**src/rtl/core/ptt_pkg.sv**
```systemverilog
// ptt_pkg: shared types and constants for the pulse train trigger.
// Used by every module under rtl/core; depends on nothing.
`default_nettype none

package ptt_pkg;

  localparam int DurW   = 16;
  localparam int CountW = 8;
  localparam int GapW   = 16;
  localparam int CmdW   = 2;

  // command codes
  localparam logic [CmdW-1:0] CMD_TICK  = 2'd0;
  localparam logic [CmdW-1:0] CMD_START = 2'd1;
  localparam logic [CmdW-1:0] CMD_STOP  = 2'd2;

  localparam logic [DurW-1:0]   DEFAULT_LEN   = 16'd500;
  localparam logic [GapW-1:0]   DEFAULT_GAP   = 16'd150;
  localparam logic [CountW-1:0] DEFAULT_COUNT = 8'd1;
  localparam logic [DurW-1:0]   ELAPSED_MAX   = '1;

  typedef struct packed {
    logic [CmdW-1:0]   cmd;
    logic [DurW-1:0]   dur_ticks;
    logic [CountW-1:0] num_pulses;
    logic              polarity;
    logic              relay_on;
  } item_t;

  typedef struct packed {
    logic trigger_level;
    logic relay_level;
    logic busy_res;
  } res_t;

endpackage

`default_nettype wire

```
**src/rtl/core/ptt_in_stage.sv**
```systemverilog
// ptt_in_stage: input register for the command channel.
// Holds one item until the core consumes it; uses ptt_pkg.
`default_nettype none

module ptt_in_stage (
  input  wire logic           clk,
  input  wire logic           rst_n,
  input  wire logic           in_valid,
  output logic                in_ready,
  input  wire ptt_pkg::item_t in_item,
  output logic                s_valid,
  output ptt_pkg::item_t      s_item,
  input  wire logic           s_take
);

  logic           valid_r;
  ptt_pkg::item_t item_r;

  // free now, or emptied by the core in this same cycle
  assign in_ready = !valid_r || s_take;
  assign s_valid  = valid_r;
  assign s_item   = item_r;

  always_ff @(posedge clk) begin
    if (!rst_n) begin
      valid_r <= 1'b0;
    end else if (in_valid && in_ready) begin
      valid_r <= 1'b1;
    end else if (s_take) begin
      valid_r <= 1'b0;
    end
  end

  always_ff @(posedge clk) begin
    if (in_valid && in_ready) begin
      item_r <= in_item;
    end
  end

endmodule

`default_nettype wire

```
**src/rtl/core/ptt_core.sv**
```systemverilog
// ptt_core: pulse train state machine, gap register and line levels.
// Consumes one item per fire and returns the levels after it; uses ptt_pkg.
`default_nettype none

module ptt_core (
  input  wire logic                        clk,
  input  wire logic                        rst_n,
  input  wire logic                        cfg_we,
  input  wire logic [ptt_pkg::GapW-1:0]    cfg_wdata,
  input  wire logic                        fire,
  input  wire ptt_pkg::item_t              item,
  output ptt_pkg::res_t                    res
);

  typedef enum logic [1:0] {
    PH_IDLE  = 2'd0,
    PH_PULSE = 2'd1,
    PH_GAP   = 2'd2
  } phase_t;

  phase_t                        phase_r, phase_nxt;
  logic [ptt_pkg::GapW-1:0]      gap_r;
  logic [ptt_pkg::DurW-1:0]      elapsed_r, elapsed_nxt, elapsed_inc;
  logic [ptt_pkg::CountW-1:0]    done_r, done_nxt, done_inc;
  logic [ptt_pkg::DurW-1:0]      length_r, length_nxt;
  logic [ptt_pkg::CountW-1:0]    target_r, target_nxt;
  logic                          high_r, high_nxt;
  logic                          relay_en_r, relay_en_nxt;
  logic                          trig_r, trig_nxt;
  logic                          relay_r, relay_nxt;

  // saturating tick count
  assign elapsed_inc = (elapsed_r == ptt_pkg::ELAPSED_MAX) ? elapsed_r
                                                           : elapsed_r + 1'b1;
  assign done_inc    = done_r + 1'b1;

  always_comb begin
    phase_nxt    = phase_r;
    elapsed_nxt  = elapsed_r;
    done_nxt     = done_r;
    length_nxt   = length_r;
    target_nxt   = target_r;
    high_nxt     = high_r;
    relay_en_nxt = relay_en_r;
    trig_nxt     = trig_r;
    relay_nxt    = relay_r;
    case (item.cmd)
      ptt_pkg::CMD_START: begin
        length_nxt   = (item.dur_ticks != '0) ? item.dur_ticks : ptt_pkg::DEFAULT_LEN;
        target_nxt   = (item.num_pulses != '0) ? item.num_pulses : ptt_pkg::DEFAULT_COUNT;
        done_nxt     = '0;
        high_nxt     = item.polarity;
        relay_en_nxt = item.relay_on;
        elapsed_nxt  = '0;
        phase_nxt    = PH_PULSE;
        trig_nxt     = item.polarity;
        if (item.relay_on) begin
          relay_nxt = 1'b1;
        end
      end
      ptt_pkg::CMD_STOP: begin
        trig_nxt  = 1'b1;
        relay_nxt = 1'b0;
        phase_nxt = PH_IDLE;
      end
      ptt_pkg::CMD_TICK: begin
        case (phase_r)
          PH_PULSE: begin
            elapsed_nxt = elapsed_inc;
            if (elapsed_inc >= length_r) begin
              trig_nxt = !high_r;
              if (relay_en_r) begin
                relay_nxt = 1'b0;
              end
              done_nxt = done_inc;
              if (done_inc < target_r) begin
                phase_nxt   = PH_GAP;
                elapsed_nxt = '0;
              end else begin
                // last pulse: release regardless of polarity
                trig_nxt  = 1'b1;
                relay_nxt = 1'b0;
                phase_nxt = PH_IDLE;
              end
            end
          end
          PH_GAP: begin
            elapsed_nxt = elapsed_inc;
            if (elapsed_inc >= gap_r) begin
              phase_nxt   = PH_PULSE;
              elapsed_nxt = '0;
              trig_nxt    = high_r;
              if (relay_en_r) begin
                relay_nxt = 1'b1;
              end
            end
          end
          default: begin
          end
        endcase
      end
      default: begin
      end
    endcase
  end

  assign res.trigger_level = trig_nxt;
  assign res.relay_level   = relay_nxt;
  assign res.busy_res      = (phase_nxt != PH_IDLE);

  always_ff @(posedge clk) begin
    if (!rst_n) begin
      phase_r    <= PH_IDLE;
      gap_r      <= ptt_pkg::DEFAULT_GAP;
      elapsed_r  <= '0;
      done_r     <= '0;
      length_r   <= ptt_pkg::DEFAULT_LEN;
      target_r   <= ptt_pkg::DEFAULT_COUNT;
      high_r     <= 1'b0;
      relay_en_r <= 1'b0;
      trig_r     <= 1'b1;
      relay_r    <= 1'b0;
    end else begin
      if (cfg_we) begin
        gap_r <= cfg_wdata;
      end
      if (fire) begin
        phase_r    <= phase_nxt;
        elapsed_r  <= elapsed_nxt;
        done_r     <= done_nxt;
        length_r   <= length_nxt;
        target_r   <= target_nxt;
        high_r     <= high_nxt;
        relay_en_r <= relay_en_nxt;
        trig_r     <= trig_nxt;
        relay_r    <= relay_nxt;
      end
    end
  end

endmodule

`default_nettype wire

```
**src/rtl/core/ptt_out_stage.sv**
```systemverilog
// ptt_out_stage: result register for the level channel.
// Tells the core when it may fire; uses ptt_pkg.
`default_nettype none

module ptt_out_stage (
  input  wire logic          clk,
  input  wire logic          rst_n,
  input  wire logic          s_valid,
  output logic               s_take,
  input  wire ptt_pkg::res_t s_res,
  output logic               out_valid,
  input  wire logic          out_ready,
  output ptt_pkg::res_t      out_res
);

  logic          valid_r;
  ptt_pkg::res_t res_r;

  // load when empty or when the held result leaves this cycle
  assign s_take    = s_valid && (!valid_r || out_ready);
  assign out_valid = valid_r;
  assign out_res   = res_r;

  always_ff @(posedge clk) begin
    if (!rst_n) begin
      valid_r <= 1'b0;
    end else if (s_take) begin
      valid_r <= 1'b1;
    end else if (out_ready) begin
      valid_r <= 1'b0;
    end
  end

  always_ff @(posedge clk) begin
    if (s_take) begin
      res_r <= s_res;
    end
  end

endmodule

`default_nettype wire

```
**src/rtl/core/pulse_train_trigger.sv**
```systemverilog
// pulse_train_trigger: top level of the pulse train generator.
// Instantiates ptt_in_stage, ptt_core and ptt_out_stage; uses ptt_pkg.
//
//   channel  direction  handshake                 payload
//   in       input      in_valid / in_ready       cmd, duration, count, polarity, relay
//   out      output     out_valid / out_ready     trigger, relay, busy levels
//   cfg      input      cfg_we (no wait)          gap length in ticks
//
// One item per cycle sustained while the out side accepts; out_valid rises once the in transfer
// has passed the input register and then the state update into the result register.
// The state machine advances only when the result register can take the levels.
// A stalled out side holds one result and one further item in the input register.
// Synchronous active-low reset: lines released, gap 150, no clearing pass.
`default_nettype none

module pulse_train_trigger (
  input  wire logic                           clk,
  input  wire logic                           rst_n,
  input  wire logic                           in_valid,
  output logic                                in_ready,
  input  wire logic [ptt_pkg::CmdW-1:0]       in_cmd,
  input  wire logic [ptt_pkg::DurW-1:0]       in_dur_ticks,
  input  wire logic [ptt_pkg::CountW-1:0]     in_num_pulses,
  input  wire logic                           in_polarity,
  input  wire logic                           in_relay_on,
  output logic                                out_valid,
  input  wire logic                           out_ready,
  output logic                                out_trigger_level,
  output logic                                out_relay_level,
  output logic                                out_busy_res,
  input  wire logic                           cfg_we,
  input  wire logic [ptt_pkg::GapW-1:0]       cfg_wdata
);

  ptt_pkg::item_t in_item, s_item;
  ptt_pkg::res_t  s_res, out_res;
  logic           s_valid, s_take;

  assign in_item.cmd        = in_cmd;
  assign in_item.dur_ticks  = in_dur_ticks;
  assign in_item.num_pulses = in_num_pulses;
  assign in_item.polarity   = in_polarity;
  assign in_item.relay_on   = in_relay_on;

  ptt_in_stage u_in (
    .clk      (clk),
    .rst_n    (rst_n),
    .in_valid (in_valid),
    .in_ready (in_ready),
    .in_item  (in_item),
    .s_valid  (s_valid),
    .s_item   (s_item),
    .s_take   (s_take)
  );

  ptt_core u_core (
    .clk       (clk),
    .rst_n     (rst_n),
    .cfg_we    (cfg_we),
    .cfg_wdata (cfg_wdata),
    .fire      (s_take),
    .item      (s_item),
    .res       (s_res)
  );

  ptt_out_stage u_out (
    .clk       (clk),
    .rst_n     (rst_n),
    .s_valid   (s_valid),
    .s_take    (s_take),
    .s_res     (s_res),
    .out_valid (out_valid),
    .out_ready (out_ready),
    .out_res   (out_res)
  );

  assign out_trigger_level = out_res.trigger_level;
  assign out_relay_level   = out_res.relay_level;
  assign out_busy_res      = out_res.busy_res;

endmodule

`default_nettype wire

```
**config.mk**
```make
export PLATFORM = sky130hd
export DESIGN_NAME = pulse_train_trigger
export DESIGN_NICKNAME = d
export VERILOG_FILES = /design/src/rtl/core/ptt_pkg.sv /design/src/rtl/core/ptt_in_stage.sv /design/src/rtl/core/ptt_core.sv /design/src/rtl/core/ptt_out_stage.sv /design/src/rtl/core/pulse_train_trigger.sv
export SDC_FILE = /design/constraint.sdc
export NUM_CORES = 1
export LEC_CHECK = 0
export ABC_AREA = 1
export BUFFER_PORTS_ARGS = -buffer_cell sky130_fd_sc_hd__buf_2
export CORE_MARGIN = 2
export CORE_UTILIZATION = 30
export CTS_CLUSTER_DIAMETER = 200
export DETAILED_ROUTE_END_ITERATION = 10
export HOLD_SLACK_MARGIN = 0.02
export PLACE_DENSITY = 0.46
export SETUP_SLACK_MARGIN = 0.4
export SYNTH_ARGS = -nofsm -noshare
export SYNTH_HDL_FRONTEND = slang
export SYNTH_HIERARCHICAL = 1
export SYNTH_SLANG_ARGS = --single-unit
```
**constraint.sdc**
```tcl
create_clock -name clk -period 5.8 [get_ports clk]
set_input_delay 0 -clock clk [delete_from_list [all_inputs] [get_ports clk]]
set_output_delay 0 -clock clk [all_outputs]
set_load 0.01 [all_outputs]
```
After elaboration in Yosys (flattened, before gate mapping)
Index checks and enable logic that the tools add are counted.

Add/sub/neg operators: 2. $mul: 0. Div/mod/pow operators: 0. $lt $le $gt $ge: 3. Equal/unequal tests: 8. Shifts and indexed selects: 0. Mux-type cells: 33. Bitwise gates (word level): 0. Reduce and logical (&&, ||, !) cells: 17.

Operator list (count): 2-to-1 mux 16 bit (5); case mux 16 bit (2 select lines) (2); greater-or-equal comparator 16 bit (2); 2-to-1 mux 8 bit (3); adder 16 x 1 -> 16 bit, second input constant (1); equality test 16 bit, second input constant (1); case mux 8 bit (2 select lines) (1); nonzero test 16 bit (1); 2-to-1 mux 1 bit (13); adder 8 x 1 -> 8 bit, second input constant (1); < comparator 8 bit (1); nonzero test 2 bit (4); nonzero test 8 bit (1); 2-to-1 mux 2 bit (3); case mux 1 bit (3 select lines) (2); case mux 2 bit (3 select lines) (1); equality test 2 x 1 -> 1 bit, second input constant (2); equality test 2 bit, second input constant (2); case mux 1 bit (2 select lines) (2); case mux 2 bit (2 select lines) (1); AND reduction 4 bit (1); logical NOT 1 bit (3); inequality test 3 x 2 -> 1 bit, second input constant (1); AND reduction 3 bit (1); other kinds (6) (8).

Bits in registers: 103. Bits in latches: 0. Memory bits (writable): 0. ROM bits: 0. Output and inout port bits: 5. Memories kept: 0.

Longest topological paths before layout
Depth in word-level cells: 7. Depth in mapped cells: 29. Gate-level depth less buffers: 29.

Cells and area by module
The synthesis kept the hierarchy.

Modules (own cells, without submodules): ptt_core (instances 1, cells each 615, area each 4324.1 um^2); ptt_in_stage (instances 1, cells each 35, area each 892.1 um^2); ptt_out_stage (instances 1, cells each 10, area each 141.4 um^2).

Worst setup path after synthesis
OpenSTA, ideal clock, no wires.

Kind: reg-to-reg. Start: register u_core/elapsed_r[0] (netlist name). End: register u_core/elapsed_r[12] (netlist name). Library setup time: 71 ps. Data arrival time: 3001 ps. Required time: 5729 ps. Path slack: 2729 ps. Cell stages (with the launch flop): 24. Buffers on the path: 1. Cell sequence: dfxtp_1 ha_1 nand3_4 nor2_4 nand4_4 nor3_4 nand2_2 clkinv_2 nor2_2 xor2_1 ha_1 nand2_1 nor2_1 and2_1 nor2_1 nand2_1 nand2_1 nand2_1 inv_1 nor2_1 a21oi_4 buf_6 nand2_1 a21oi_1.

Longest elaborated chain between the ends: 6.

Ends and longest elaborated chain: start, declared (RTL line ptt_core.sv:23) `logic [ptt_pkg::DurW-1:0] elapsed_r, elapsed_nxt, elapsed_inc;`; start signal, assigned (RTL line ptt_core.sv:129) `elapsed_r <= elapsed_nxt;`; adder 16 x 1 -> 16 bit or equality test 16 bit (tied branches) (RTL line ptt_core.sv:34, ptt_core.sv:33); 2-to-1 mux 16 bit * (RTL line ptt_core.sv:33) `assign elapsed_inc = (elapsed_r == ptt_pkg::ELAPSED_MAX) ? elapsed_r`; greater-or-equal comparator 16 bit, or another cell as far along (RTL line ptt_core.sv:89) `if (elapsed_inc >= gap_r) begin`; 2-to-1 mux 16 bit, on equally long branches (RTL line ptt_core.sv:89, ptt_core.sv:70); case mux 16 bit (2 select lines) * (RTL line ptt_core.sv:67) `case (phase_r)`; case mux 16 bit (2 select lines) * (RTL line ptt_core.sv:47) `case (item.cmd)`.

Every way passes the cells marked *; elsewhere a longest branch is shown, timed or not. A chain may end at the register's enable or synchronous reset.

Worst setup path after layout
Start: register u_core/elapsed_r[0] (netlist name). End: register u_core/done_r[0] (netlist name).

Longest elaborated chain between the ends: 5.

Ends and longest elaborated chain: adder 16 x 1 -> 16 bit or equality test 16 bit (tied branches) (RTL line ptt_core.sv:34, ptt_core.sv:33); 2-to-1 mux 16 bit * (RTL line ptt_core.sv:33); greater-or-equal comparator 16 bit * (RTL line ptt_core.sv:70) `if (elapsed_inc >= length_r) begin`; inequality test 2 x 1 -> 1 bit (no source line) *; AND reduction 4 bit (no source line) *; end signal, assigned (RTL line ptt_core.sv:130) `done_r <= done_nxt;`; end, declared (RTL line ptt_core.sv:24) `logic [ptt_pkg::CountW-1:0] done_r, done_nxt, done_inc;`.

Marks and branches as above.

==> impl_summary.txt <==
----------------------------------------------------
[Timing]
  Number of endpoints failing setup at the final stage ... 0
  Ratio of final minimum period to clock period ... 0.647
  RSZ-0062 raised after global routing ... false
  Setup TNS after final layout ... 0 ns
  Minimum clock period ... roughly 3.8 ns
  Clock skew after layout ... ~0.0074 ns
  Transition at the pin with the smallest max-transition slack ... 1.04 ns
  Maximum clock frequency ... between 0.2 and 0.3 GHz
  Pins Over Slew Limit ... 0
  Number of failing hold endpoints at the final stage ... 0
  Worst slew margin relative to its limit ... 0.303

[Synthesis]
  Top cell type by total area after synthesis ... sky130_fd_sc_hd__dfxtp_1
  Top-area cell type share of the netlist area ... 0.269
  Top post-synthesis cells by area ... sky130_fd_sc_hd__dfxtp_1, sky130_fd_sc_hd__edfxtp_1, sky130_fd_sc_hd__nand2_1
  Avg Inst Size Synth ... roughly 8.1 sq um
  Count of state elements after synthesis ... slightly above 100
  Fraction of the yosys area taken by sequential cells ... 0.443
  Dominant synthesized flop cell ... sky130_fd_sc_hd__dfxtp_1
  Post-Synthesis Cell Area ... roughly 5400 sq um
  Most repeated cell in the gate-level netlist after synthesis ... sky130_fd_sc_hd__nand2_1
  Count of synthesis-stage warnings from yosys ... 6
  Asr flop ratio synth ... 0
  Post-synthesis cell type count ... 37
  Top cell types by occurrence after synthesis ... sky130_fd_sc_hd__nand2_1, sky130_fd_sc_hd__inv_1, sky130_fd_sc_hd__a21oi_1
  Syn_nets ... approximately 750
  Instance count of the mapped netlist ... 660
  Number of flops mapped to enable cells by yosys ... 31

[Pwr]
  Total power divided by cell area ... between 200 and 250 nW/um^2
  Combinational fraction of design power ... 0.109
  NetSw ... 0.000407 W
  Share of total power consumed by net switching ... 0.247
  Internal power ... about 0.0012 W
  Peak supply drop ... ~0.17 mV
  P_leak ... between 3 and 4 nW
  Seq pwr share ... 0.482
  Clock Power Share ... 0.409

[Clock tree]
  TritonCTS clock tree ... yes
  Number of sinks on the clock net ... around 100
  Cts bufs inserted ... 9
  Cell at the root of the clock tree ... sky130_fd_sc_hd__clkbuf_16
  Post-CTS setup-driven buffer insertion count ... 0
  Clock network latency to the later pin of the worst-skew pair ... between 0.3 and 0.4 ns
  Depth of the CTS H-tree ... 3
  Clock transition time at the flip-flop clock pins of the worst setup and hold paths ... about 0.07 ns
  Number of instances resized during post-cts repair ... 0
  Maximum clock insertion buffer count ... 2
  Hold-fix buffer count after cts ... 54

[Route]
  Total routed wirelength ... 12.4 mm
  First-pass detailed-route iteration total ... 5
  Total DRC errors in the routed layout ... 0
  Number of vias per cell after detailed routing ... around 4.6
  Via count ... between 4000 and 5000
  Antenna viol nets, final ... 0
  First DRT Iteration DRCs ... 237
  Per-cell routed wire length ... about 13 um

[Run]
  Maxcap violations ... 0

[Setup path]
  CP endpoint kind ... flop
  Worst-case reg-to-reg path depth ... 22
  Cell family with the largest share of critical-path delay ... simple AND/OR/NAND/NOR gates
  Crit-path cells ... ha_1 -> nand3_4 -> nor2_4 -> nand4_4 -> nor3_4 -> nand2_2 -> clkinv_2 -> nor2_2 -> xor2_1 -> ha_1 -> nand2_1 -> nor2_1 -> and2_1 -> nor2_1 -> nand2_1 -> nand2_1 -> nand2_1 -> inv_1 -> nand2_1 -> nand2_1 -> inv_1 -> o211a_1
  R2r startpoint ... u_core/elapsed_r[0]
  Critical path class ... flop to flop
  Type of element launching the critical path ... flop
  Setup slack, reg-to-reg ... roughly 2.0 ns
  Start point of the critical path ... u_core/elapsed_r[0]
  Most used cell, CP ... sky130_fd_sc_hd__nand2_1
  Highest-delay cell along the critical path ... sky130_fd_sc_hd__dfxtp_1
  Req. time, crit path ... slightly above 6 ns
  Destination of the worst register-to-register timing path ... u_core/done_r[0]
  Maximum fanout encountered on the critical timing path ... 11
  Crit path largest cell delay ... about 0.38 ns
  Critical path data arrival time ... roughly 4 ns
  Stages on worst setup path ... 22
  Critical path buffer and inverter count ... 3

[Run status]
  Outcome ... completed

[Placement]
  Post-detailed-placement cell area ... approximately 5800 sq um
  Port-buffer cells ... 53
  Half-perimeter wire length after detailed placement ... slightly above 9 mm
  Routability Congestion ... ~0.83

[Floorplan]
  Effective utilization at floorplan ... 0.309
  Count of pins on the block boundary ... between 50 and 60
  Die width ... between 100 and 150 um
  Die Y ... roughly 140 um
  Area of the core ... ~17000 sq um
  Cell Rows ... 48
  Overall die area ... between 15000 and 20000 sq um

[Global routing]
  Number of global-route vias before repair ... between 4000 and 5000
  Overall fraction of global-route tracks in use ... 0.142
  Remaining global-route overflow ... 0
  Antenna violations before repair ... 0
  Maximum number of pins on one net before global-route repair ... 39
  Global-route wire length before repair ... 20.8 mm

[Cells and area]
  Fill cell count ... between 1500 and 2000
  Final instance area ... between 6000 and 7000 sq um
  Diode insertion count for antenna repair ... 0
  FF/Latch Area ... 2370 sq um
  Synthesis-to-layout area growth ... 24.9%
  Number of nets in the finished design ... roughly 850
  Layout cell share with drive strength beyond 1 ... 0.126
  Footprint of the multi-input gates ... ~2500 sq um

[Min path]
  Destination of the worst hold path ... u_core/gap_r[0]
  Worst hold path stage count ... 3
  Min-delay worst type ... input pin to flop
  Worst hold start ... cfg_we

----------------------------------------------------
placed cells by master, fill, tap and decap left out, types with 8 or more instances in the layout:
cell | Yosys | routed
sky130_fd_sc_hd__nand2_1 | 147 | 147
sky130_fd_sc_hd__inv_1 | 92 | 92
sky130_fd_sc_hd__a21oi_1 | 74 | 73
sky130_fd_sc_hd__dfxtp_1 | 72 | 72
sky130_fd_sc_hd__dlygate4sd3_1 | 0 | 54
sky130_fd_sc_hd__buf_2 | 2 | 53
sky130_fd_sc_hd__ha_1 | 43 | 43
sky130_fd_sc_hd__o21ai_0 | 37 | 37
sky130_fd_sc_hd__nor2_1 | 36 | 36
sky130_fd_sc_hd__edfxtp_1 | 31 | 31
sky130_fd_sc_hd__nand3_1 | 21 | 21
sky130_fd_sc_hd__xor2_1 | 13 | 13
sky130_fd_sc_hd__a211oi_1 | 12 | 12
sky130_fd_sc_hd__clkbuf_16 | 0 | 9
sky130_fd_sc_hd__nor4_1 | 8 | 8
registers in the layout, summed over array words and instances, names as in the netlist:
register	flops
u_core/done_r	8
u_core/elapsed_r	16
u_core/gap_r	16
u_core/high_r	1
u_core/length_r	16
u_core/phase_r	2
u_core/relay_en_r	1
u_core/relay_r	1
u_core/target_r	8
u_core/trig_r	1
u_in/s_item	28
u_in/s_valid	1
u_out/out_res	3
u_out/out_valid	1
per-layer routing:
layer	wire length, um	GRT usage
met5	0	0
met4	202	0.0533
met3	351	0.0232
met2	5580	0.231
met1	6300	0.188
worst reg2reg max path: stages (launching register included):
cell and delay (ns):
sky130_fd_sc_hd__dfxtp_1 0.38, sky130_fd_sc_hd__ha_1 0.25, sky130_fd_sc_hd__nand3_4 0.11, sky130_fd_sc_hd__nor2_4 0.15, sky130_fd_sc_hd__nand4_4 0.12, sky130_fd_sc_hd__nor3_4 0.22, sky130_fd_sc_hd__nand2_2 0.13, sky130_fd_sc_hd__clkinv_2 0.10
sky130_fd_sc_hd__nor2_2 0.06, sky130_fd_sc_hd__xor2_1 0.30, sky130_fd_sc_hd__ha_1 0.31, sky130_fd_sc_hd__nand2_1 0.09, sky130_fd_sc_hd__nor2_1 0.04, sky130_fd_sc_hd__and2_1 0.14, sky130_fd_sc_hd__nor2_1 0.09, sky130_fd_sc_hd__nand2_1 0.07
sky130_fd_sc_hd__nand2_1 0.11, sky130_fd_sc_hd__nand2_1 0.08, sky130_fd_sc_hd__inv_1 0.07, sky130_fd_sc_hd__nand2_1 0.05, sky130_fd_sc_hd__nand2_1 0.33, sky130_fd_sc_hd__inv_1 0.20, sky130_fd_sc_hd__o211a_1 0.24
worst max-delay path by stage:
stage	endpoint	slack [ns]
after global routing	u_core/done_r[1]	1.66
after floorplan	u_core/elapsed_r[12]	2.73
after global placement	u_core/done_r[0]	2.15
final	u_core/done_r[0]	2.05
after CTS	u_core/done_r[0]	2.06
after detailed placement	u_core/done_r[0]	2.08
power by group through the flow:
stage | sequential [W] | combinational (W) | clock, W
6_report | 0.000795 | 0.000179 | 0.000673
5_1_grt | 0.000799 | 0.000205 | 0.000722
4_1_cts | 0.000795 | 0.000181 | 0.000691
2_1_floorplan | 0.000809 | 0.000104 | 0
3_3_place_gp | 0.000812 | 0.000150 | 0
3_5_place_dp | 0.000812 | 0.000151 | 0
kinds of logic after synthesis:
group           share of synthesized area
simple gates                        0.196
compound gates                      0.149
fa+ha+maj                           0.100
xor+xnor                           0.0245
flops                               0.443
buf+inv                            0.0869
area by class of cell:
cell class	instances	share of cell area
repair buffers	109	0.123
inverters	97	0.0546
flip-flops and latches	103	0.355
multi-input cells	439	0.377
clock buffers	9	0.0337
well taps	225	0.0421
clock inverters	7	0.0153
metrics by stage:
stage | hold WS (ns) | instances | setup WS, ns | utilization | power, W
after floorplan | 0.0989 | 660 | 2.73 | - | 0.000912
after global placement | 0.177 | 919 | 2.15 | 0.335 | 0.000961
after detailed placement | 0.178 | 919 | 2.08 | 0.335 | 0.000963
after CTS | 0.0327 | 989 | 2.06 | 0.386 | 0.00167
after global routing | 0.0899 | 989 | 1.66 | 0.386 | 0.00173
final | 0.0468 | 989 | 2.05 | 0.386 | 0.00165
No activity file was read; power rests on OpenSTA's default activity.
